File: config.mk
export PLATFORM = sky130hd
export DESIGN_NAME = sorted_set_insert_lookup_core
export DESIGN_NICKNAME = d
export VERILOG_FILES = /design/src/ssil_pkg.sv /design/src/sorted_set_insert_lookup_core.sv /design/src/ssil_cell.sv
export SDC_FILE = /design/constraint.sdc
export NUM_CORES = 2
export LEC_CHECK = 0
export BUFFER_PORTS_ARGS = -buffer_cell sky130_fd_sc_hd__buf_2
export CAP_MARGIN = 20
export CORE_MARGIN = 2
export CORE_UTILIZATION = 55
export DETAILED_ROUTE_END_ITERATION = 10
export GPL_TIMING_DRIVEN = 0
export PLACE_DENSITY = 0.71
export SYNTH_ARGS = -nofsm -noshare
export SYNTH_HDL_FRONTEND = slang
export SYNTH_SLANG_ARGS = --single-unit
File: constraint.sdc
create_clock -name clk -period 4.65 [get_ports clk]
set_input_delay 0.465 -clock clk [delete_from_list [all_inputs] [get_ports clk]]
set_output_delay 0.465 -clock clk [all_outputs]
set_load 0.05 [all_outputs]
File: src/ssil_pkg.sv
package ssil_pkg;

  localparam int CAPACITY = 32;
  localparam int IDX_W    = $clog2(CAPACITY);
  localparam int COUNT_W  = 6;
  localparam int VALUE_W  = 32;

  typedef enum logic [2:0] {
    STATUS_INSERTED  = 3'd0,
    STATUS_DUPLICATE = 3'd1,
    STATUS_FULL      = 3'd2,
    STATUS_FOUND     = 3'd3,
    STATUS_NOT_FOUND = 3'd4
  } status_t;

  typedef enum logic {
    REQ_INSERT = 1'b0,
    REQ_QUERY  = 1'b1
  } req_t;

  // broadcast from the controller to every cell
  typedef struct packed {
    logic signed [VALUE_W-1:0] key;
    logic                      cmp_en;
    logic                      shift_en;
  } bcast_t;

endpackage

File: src/sorted_set_insert_lookup_core.sv
// sorted set store: keeps up to CAPACITY distinct signed 32-bit values in
// ascending order in a row of cells, one value per cell
//
// input channel: in_valid / in_stall with req_type (0 insert, 1 query) and
// value; an item is taken at an edge where in_valid is high and in_stall low
// output channel: out_valid / out_stall with status and entry_count, one
// result item per input item, in order
//
// timing: an item is taken in IDLE, compared in every cell in CMP and
// committed in UPD, when out_valid rises; the next item is taken only after
// that commit, so the block does not take a new item before it is through
// with the last one. this comes from the compare-then-shift pass through the
// cell row, where each item needs the store as the previous item left it
//
// stall: a waiting result holds its fields; a new item may still be taken
// and compared, but it does not commit or touch the store until the waiting
// result is taken
//
// reset: the held count goes to zero and no result is pending; cell contents
// stay undefined, since only cells below the count are ever compared
module sorted_set_insert_lookup_core (
  input  logic                                clk,
  input  logic                                rst,
  input  logic                                in_valid,
  output logic                                in_stall,
  input  logic                                req_type,
  input  logic signed [ssil_pkg::VALUE_W-1:0] value,
  output logic                                out_valid,
  input  logic                                out_stall,
  output logic [2:0]                          status,
  output logic [ssil_pkg::COUNT_W-1:0]        entry_count
);

  typedef enum logic [1:0] {
    ST_IDLE,
    ST_CMP,
    ST_UPD
  } state_t;

  state_t                               state;
  logic                                 kind;
  logic signed [ssil_pkg::VALUE_W-1:0]  key;
  logic [ssil_pkg::COUNT_W-1:0]         count;

  ssil_pkg::bcast_t                     bc;
  ssil_pkg::status_t                    status_next;
  logic [ssil_pkg::COUNT_W-1:0]         count_next;

  logic signed [ssil_pkg::VALUE_W-1:0]  cell_value [ssil_pkg::CAPACITY];
  logic [ssil_pkg::CAPACITY-1:0]        less_v;
  logic [ssil_pkg::CAPACITY-1:0]        eq_v;

  logic present;
  logic commit;
  logic ins_ok;

  // a result can be committed when the output register is empty or draining
  assign commit   = !out_valid || !out_stall;
  assign present  = |eq_v;
  assign ins_ok   = (kind == ssil_pkg::REQ_INSERT) && !present &&
                    (count < ssil_pkg::COUNT_W'(ssil_pkg::CAPACITY));
  assign in_stall = (state != ST_IDLE);

  always_comb begin
    if (kind == ssil_pkg::REQ_QUERY) begin
      status_next = present ? ssil_pkg::STATUS_FOUND : ssil_pkg::STATUS_NOT_FOUND;
    end else if (present) begin
      status_next = ssil_pkg::STATUS_DUPLICATE;
    end else if (!ins_ok) begin
      status_next = ssil_pkg::STATUS_FULL;
    end else begin
      status_next = ssil_pkg::STATUS_INSERTED;
    end
    count_next = ins_ok ? count + 1'b1 : count;
  end

  // key goes to every cell; compare in CMP, shift on commit of an accepted insert
  always_comb begin
    bc.key      = key;
    bc.cmp_en   = (state == ST_CMP);
    bc.shift_en = (state == ST_UPD) && commit && ins_ok;
  end

  // cell row: a shift puts the key in the insert cell, higher cells move up one
  for (genvar i = 0; i < ssil_pkg::CAPACITY; i++) begin : g_cell
    logic signed [ssil_pkg::VALUE_W-1:0] left_value;
    logic                                left_less;

    if (i == 0) begin : g_head
      assign left_value = key;
      assign left_less  = 1'b1;
    end else begin : g_body
      assign left_value = cell_value[i-1];
      assign left_less  = less_v[i-1];
    end

    ssil_cell u_cell (
      .clk        (clk),
      .bc         (bc),
      .idx        (ssil_pkg::IDX_W'(i)),
      .count      (count),
      .left_value (left_value),
      .left_less  (left_less),
      .value_q    (cell_value[i]),
      .less       (less_v[i]),
      .eq         (eq_v[i])
    );
  end

  always_ff @(posedge clk) begin
    if (rst) begin
      state     <= ST_IDLE;
      count     <= '0;
      out_valid <= 1'b0;
    end else begin
      // a taken result empties the output unless a new one commits now
      if (out_valid && !out_stall && (state != ST_UPD)) begin
        out_valid <= 1'b0;
      end
      case (state)
        ST_IDLE: begin
          if (in_valid) begin
            kind  <= req_type;
            key   <= value;
            state <= ST_CMP;
          end
        end
        ST_CMP: begin
          state <= ST_UPD;
        end
        ST_UPD: begin
          if (commit) begin
            count       <= count_next;
            status      <= status_next;
            entry_count <= count_next;
            out_valid   <= 1'b1;
            state       <= ST_IDLE;
          end
        end
        default: begin
          state <= ST_IDLE;
        end
      endcase
    end
  end

  // held entries are ascending, so the less-than flags form a run from cell 0
  a_less_prefix: assert property (@(posedge clk) disable iff (rst)
    (state == ST_UPD) |-> ((less_v & (less_v + 1'b1)) == '0))
    else $error("less-than flags not a prefix of the cell row");

  // distinct entries: at most one cell can match the key
  a_eq_single: assert property (@(posedge clk) disable iff (rst)
    (state == ST_UPD) |-> $onehot0(eq_v))
    else $error("more than one cell matches the key");

  // a committed insert grows the count by exactly one
  a_count_step: assert property (@(posedge clk) disable iff (rst)
    bc.shift_en |=> (count == $past(count) + 1'b1))
    else $error("insert did not advance the count by one");

  // the count never passes the capacity
  a_count_cap: assert property (@(posedge clk) disable iff (rst)
    (state == ST_UPD) && commit |=>
      (count <= ssil_pkg::COUNT_W'(ssil_pkg::CAPACITY)))
    else $error("count beyond capacity");

endmodule

File: src/ssil_cell.sv
module ssil_cell (
  input  logic                                 clk,
  input  ssil_pkg::bcast_t                     bc,
  input  logic [ssil_pkg::IDX_W-1:0]           idx,
  input  logic [ssil_pkg::COUNT_W-1:0]         count,
  input  logic signed [ssil_pkg::VALUE_W-1:0]  left_value,
  input  logic                                 left_less,
  output logic signed [ssil_pkg::VALUE_W-1:0]  value_q,
  output logic                                 less,
  output logic                                 eq
);

  logic occupied;

  assign occupied = ssil_pkg::COUNT_W'(idx) < count;

  always_ff @(posedge clk) begin
    if (bc.cmp_en) begin
      less <= occupied && (value_q < bc.key);
      eq   <= occupied && (value_q == bc.key);
    end
    // cells below the insert point keep their entry, the rest move up one
    if (bc.shift_en && !less) begin
      value_q <= left_less ? bc.key : left_value;
    end
  end

endmodule

==> results.sh <==
export IMPL_run_status="finished, final reports clean"
export IMPL_routed_via_count=48130
export IMPL_synthesis_yosys_warnings=0
export IMPL_max_clock_freq_mhz=217.4
export IMPL_grt_pass1_vias=47780
export IMPL_worstSetupStartpointType="register"
export IMPL_finalMaxSlewViolations=0
export IMPL_worst_ir_drop_vdd_v=0.0002759
export IMPL_combPwrFrac_pct=8.2
export IMPL_cellPowerDensity_nw_per_um2=306.2
export IMPL_tritoncts="built"
export IMPL_dominantRegCellSynth="edfxtp_1"
export IMPL_hold_path_endpoint="entry_count[1]"
export IMPL_post_dp_hpwl_um=154300
export IMPL_detailedRoute_firstPassIterationCount=6
export IMPL_layout_drive_gt1_share_pct=23.80
export IMPL_period_needed_ps=4599
export IMPL_synth_edf_count=1130
export IMPL_drt_total_wl_um=208400
export IMPL_global_route_overflow_total=0
export IMPL_postSynthRegisterBits=1139
export IMPL_tightestPinTransition_ps=1258
export IMPL_cts_sinks=1139
export IMPL_critical_path_endpoint_type="register"
export IMPL_pre_cts_setup_slack_ps=141.0
export IMPL_core_area_um2=125400
export IMPL_crit_required_ps=5180
export IMPL_drt_iter0_drc=5504
export IMPL_setup_violations_final=0
export IMPL_grt_overall_usage_pct=31.86
export IMPL_clock_power_share_pct=44.0
export IMPL_postSynthAreaPerCell_um2=13.12
export IMPL_hp_class="input port to register"
export IMPL_gp_congestion=0.9330
export IMPL_reg2reg_capture_point="g_cell[14].u_cell.less"
export IMPL_drcViolationCount=0
export IMPL_clock_root_buffer="clkbuf_16"
export IMPL_hold_ws_ps=70.73
export IMPL_leakagePower_uw=0.02937
export IMPL_clock_insertion_delay_worst_skew_ps=800
export IMPL_max_slew_margin_rel_pct=16.13
export IMPL_top_level_ports=48
export IMPL_unrepaired_setup_endpoints_after_global_routing="no"
export IMPL_flow_area_growth_from_synthesis_pct=11.91
export IMPL_num_fill_cells=9385
export IMPL_startpoint="g_cell[0].left_value[13]"
export IMPL_worst_setup_hold_path_clk_slew_ps=60
export IMPL_internal_power_component_uw=18130
export IMPL_setup_ws_ps=50.68
export IMPL_cts_max_path_buffers=3
export IMPL_path_class="register to register"
export IMPL_floorplan_die_area_um2=129100
export IMPL_asyncSetResetFlopFracSynth_pct=0
export IMPL_synth_cells=5291
export IMPL_htree_num_levels=4
export IMPL_fp_row_count=130
export IMPL_worst_clock_skew_ps=39.38
export IMPL_drt_vias_per_instance=6.569
export IMPL_critical_path_arrival_ps=5130
export IMPL_worstRegToRegCells=10
export IMPL_holdCritStartpoint="rst"
export IMPL_die_width_um=359.3
export IMPL_cap_violations=0
export IMPL_floorplan_die_height_um=359.3
export IMPL_power_switching_share_pct=23.78
export IMPL_hold_viol=0
export IMPL_grt_start_max_net_pins=33
export IMPL_min_path_cells=2
export IMPL_fin_nets=6629
export IMPL_mappedNetlistNets=6354
export IMPL_setup_reg_to_reg_worst_slack_ps=50
export IMPL_setup_tns_ps=0
export IMPL_critical_path_max_fanout=17
export IMPL_ant_nets=0
export IMPL_average_routed_wire_per_standard_cell_um=28.45
export IMPL_synthDistinctLibCells=59
export IMPL_syn_area_um2=69410
export IMPL_power_frac_seq_pct=47.8
export IMPL_first_pass_grt_wire_length_um=305600
export IMPL_cts_inserted_buffers=132
export IMPL_r2r_start="g_cell[0].left_value[13]"
export IMPL_antenna_found_initial=20
export IMPL_finalCritPeriodShare_pct=98.91
export IMPL_p_switching_uw=5655
export IMPL_seq_area_frac_synth_pct=49.15
export IMPL_starting_density_of_the_core_pct=55.35
export IMPL_placement_io_buffers=47
## metrics by stage
step                      utilization (%)  std cells  instance area (um2)  power (uW)
after floorplan                         -       5291                69410       12750
after global placement              57.18       6988                71710       13310
after detailed placement            58.18       7040                72960       13440
after CTS                           61.83       7310                77540       23700
after global routing                61.93       7321                77660       24310
final                               61.94       7326                77680       23780
## cell families after synthesis
family	after synthesis	share of synthesized area, %
flip-flops	1139	49.15
adder cells (fa/ha/maj)	1026	18.49
multiplexers	978	15.84
AND/OR/NAND/NOR	955	7.254
AO/OA/AOI/OAI	853	7.362
buffers and inverters	333	1.815
XOR/XNOR	7	0.08833
## worst max-delay path, cell delays in order, from the launching register on
cell,delay (ps)
edfxtp_1,720
clkbuf_1,620
inv_2,550
buf_12,330
ha_1,320
nand4_1,170
nor4_1,660
a21boi_0,370
o41a_1,330
o21a_1,160
nor3_1,40
## cells in the final DEF (no fill, tap or decap), types with 58 or more instances in the layout
master / instances
ha_1: 1026
a21o_1: 81
mux2_2: 964
inv_1: 67
o21ai_0: 172
nor2b_1: 61
nand3_1: 72
clkbuf_1: 218
nor3_1: 58
and4_1: 67
nor2_1: 87
clkbuf_16: 139
nand4_1: 149
nand2_1: 285
edfxtp_1: 1130
a21oi_1: 399
## flip-flops by register name, summed over array words and instances (netlist names)
name                   cells
g_cell.u_cell.less        32
state                      2
count                      6
g_cell.u_cell.eq          32
status                     3
g_cell.u_cell.value_q   1024
kind                       1
g_cell.left_value         32
out_valid                  1
entry_count                6
## cells in the mapped netlist, types with 7 or more instances
cell / count / area, um2
a2111oi_0: 9 / 78.83
a21bo_2: 7 / 70.07
a21boi_0: 18 / 135.1
a21o_1: 81 / 608.1
a21oi_1: 399 / 1997
a221o_1: 14 / 140.1
a221oi_1: 42 / 367.9
and3_1: 19 / 118.9
and4_1: 67 / 586.8
buf_1: 27 / 101.4
clkbuf_1: 205 / 769.5
dfxtp_1: 9 / 180.2
edfxtp_1: 1130 / 33930
ha_1: 1026 / 12840
inv_1: 98 / 367.9
mux2_2: 964 / 10860
mux2i_1: 14 / 140.1
nand2_1: 285 / 1070
nand2b_1: 9 / 56.30
nand3_1: 72 / 360.4
nand3b_1: 7 / 52.55
nand4_1: 149 / 932.1
nor2_1: 119 / 446.7
nor2b_1: 62 / 387.9
nor3_1: 58 / 290.3
nor4_1: 52 / 325.3
nor4b_1: 9 / 78.83
o211ai_1: 28 / 210.2
o21a_1: 22 / 165.2
o21ai_0: 172 / 860.8
o21bai_1: 10 / 75.07
o22ai_1: 9 / 56.30
o31a_1: 13 / 113.9
o31ai_1: 10 / 75.07
or2_2: 13 / 81.33
or3_1: 18 / 112.6
## worst max-delay path by stage
stage,endpoint,depth (start not counted)
after floorplan,g_cell[0].left_value[0],2
after global placement,g_cell[10].u_cell.eq,1
after detailed placement,g_cell[14].u_cell.less,10
after CTS,g_cell[12].u_cell.less,10
after global routing,g_cell[14].u_cell.less,10
final,g_cell[14].u_cell.less,10
## power groups by stage
stage / Sequential (uW) / Combinational, uW / Clock [uW]
2_1_floorplan: 11500 / 1210 / 0
3_3_place_gp: 11600 / 1710 / 0
3_5_place_dp: 11600 / 1860 / 0
4_1_cts: 11400 / 1900 / 10400
5_1_grt: 11400 / 2100 / 10800
6_report: 11400 / 1950 / 10500
## per-layer routing
layer	global-route usage [%]	vias to the layer above	part of all wire, %
met4	13.58	2	4.3
met1	43.53	23950	41
met5	0	-	0.0067
met2	48.92	2310	44
li1	-	21410	-
met3	7.139	461	9.8
## final cells by class
type	count	area [um2]	area share [%]
repair buffers	141	1710	2.202
inverters	98	367.9	0.4736
multi-input cells	3819	34260	44.11
clock inverters	81	723.2	0.9310
flip-flops and latches	1139	34110	43.92
well taps	1650	2064	2.658
diodes	8	20.02	0.02577
clock buffers	155	3517	4.528
plain buffers	235	897.1	1.155
## what timing repair did
| item | 4_1_cts | 5_1_grt |
|---|---|---|
| setup buffers | 0 | 3 |
| hold buffers | 34 | 0 |
| setup endpoints to repair | 0 | 3 |
| endpoints found under the hold margin | 34 | 0 |
| resized for setup | 0 | 5 |
(Power assumes the default switching activity.)
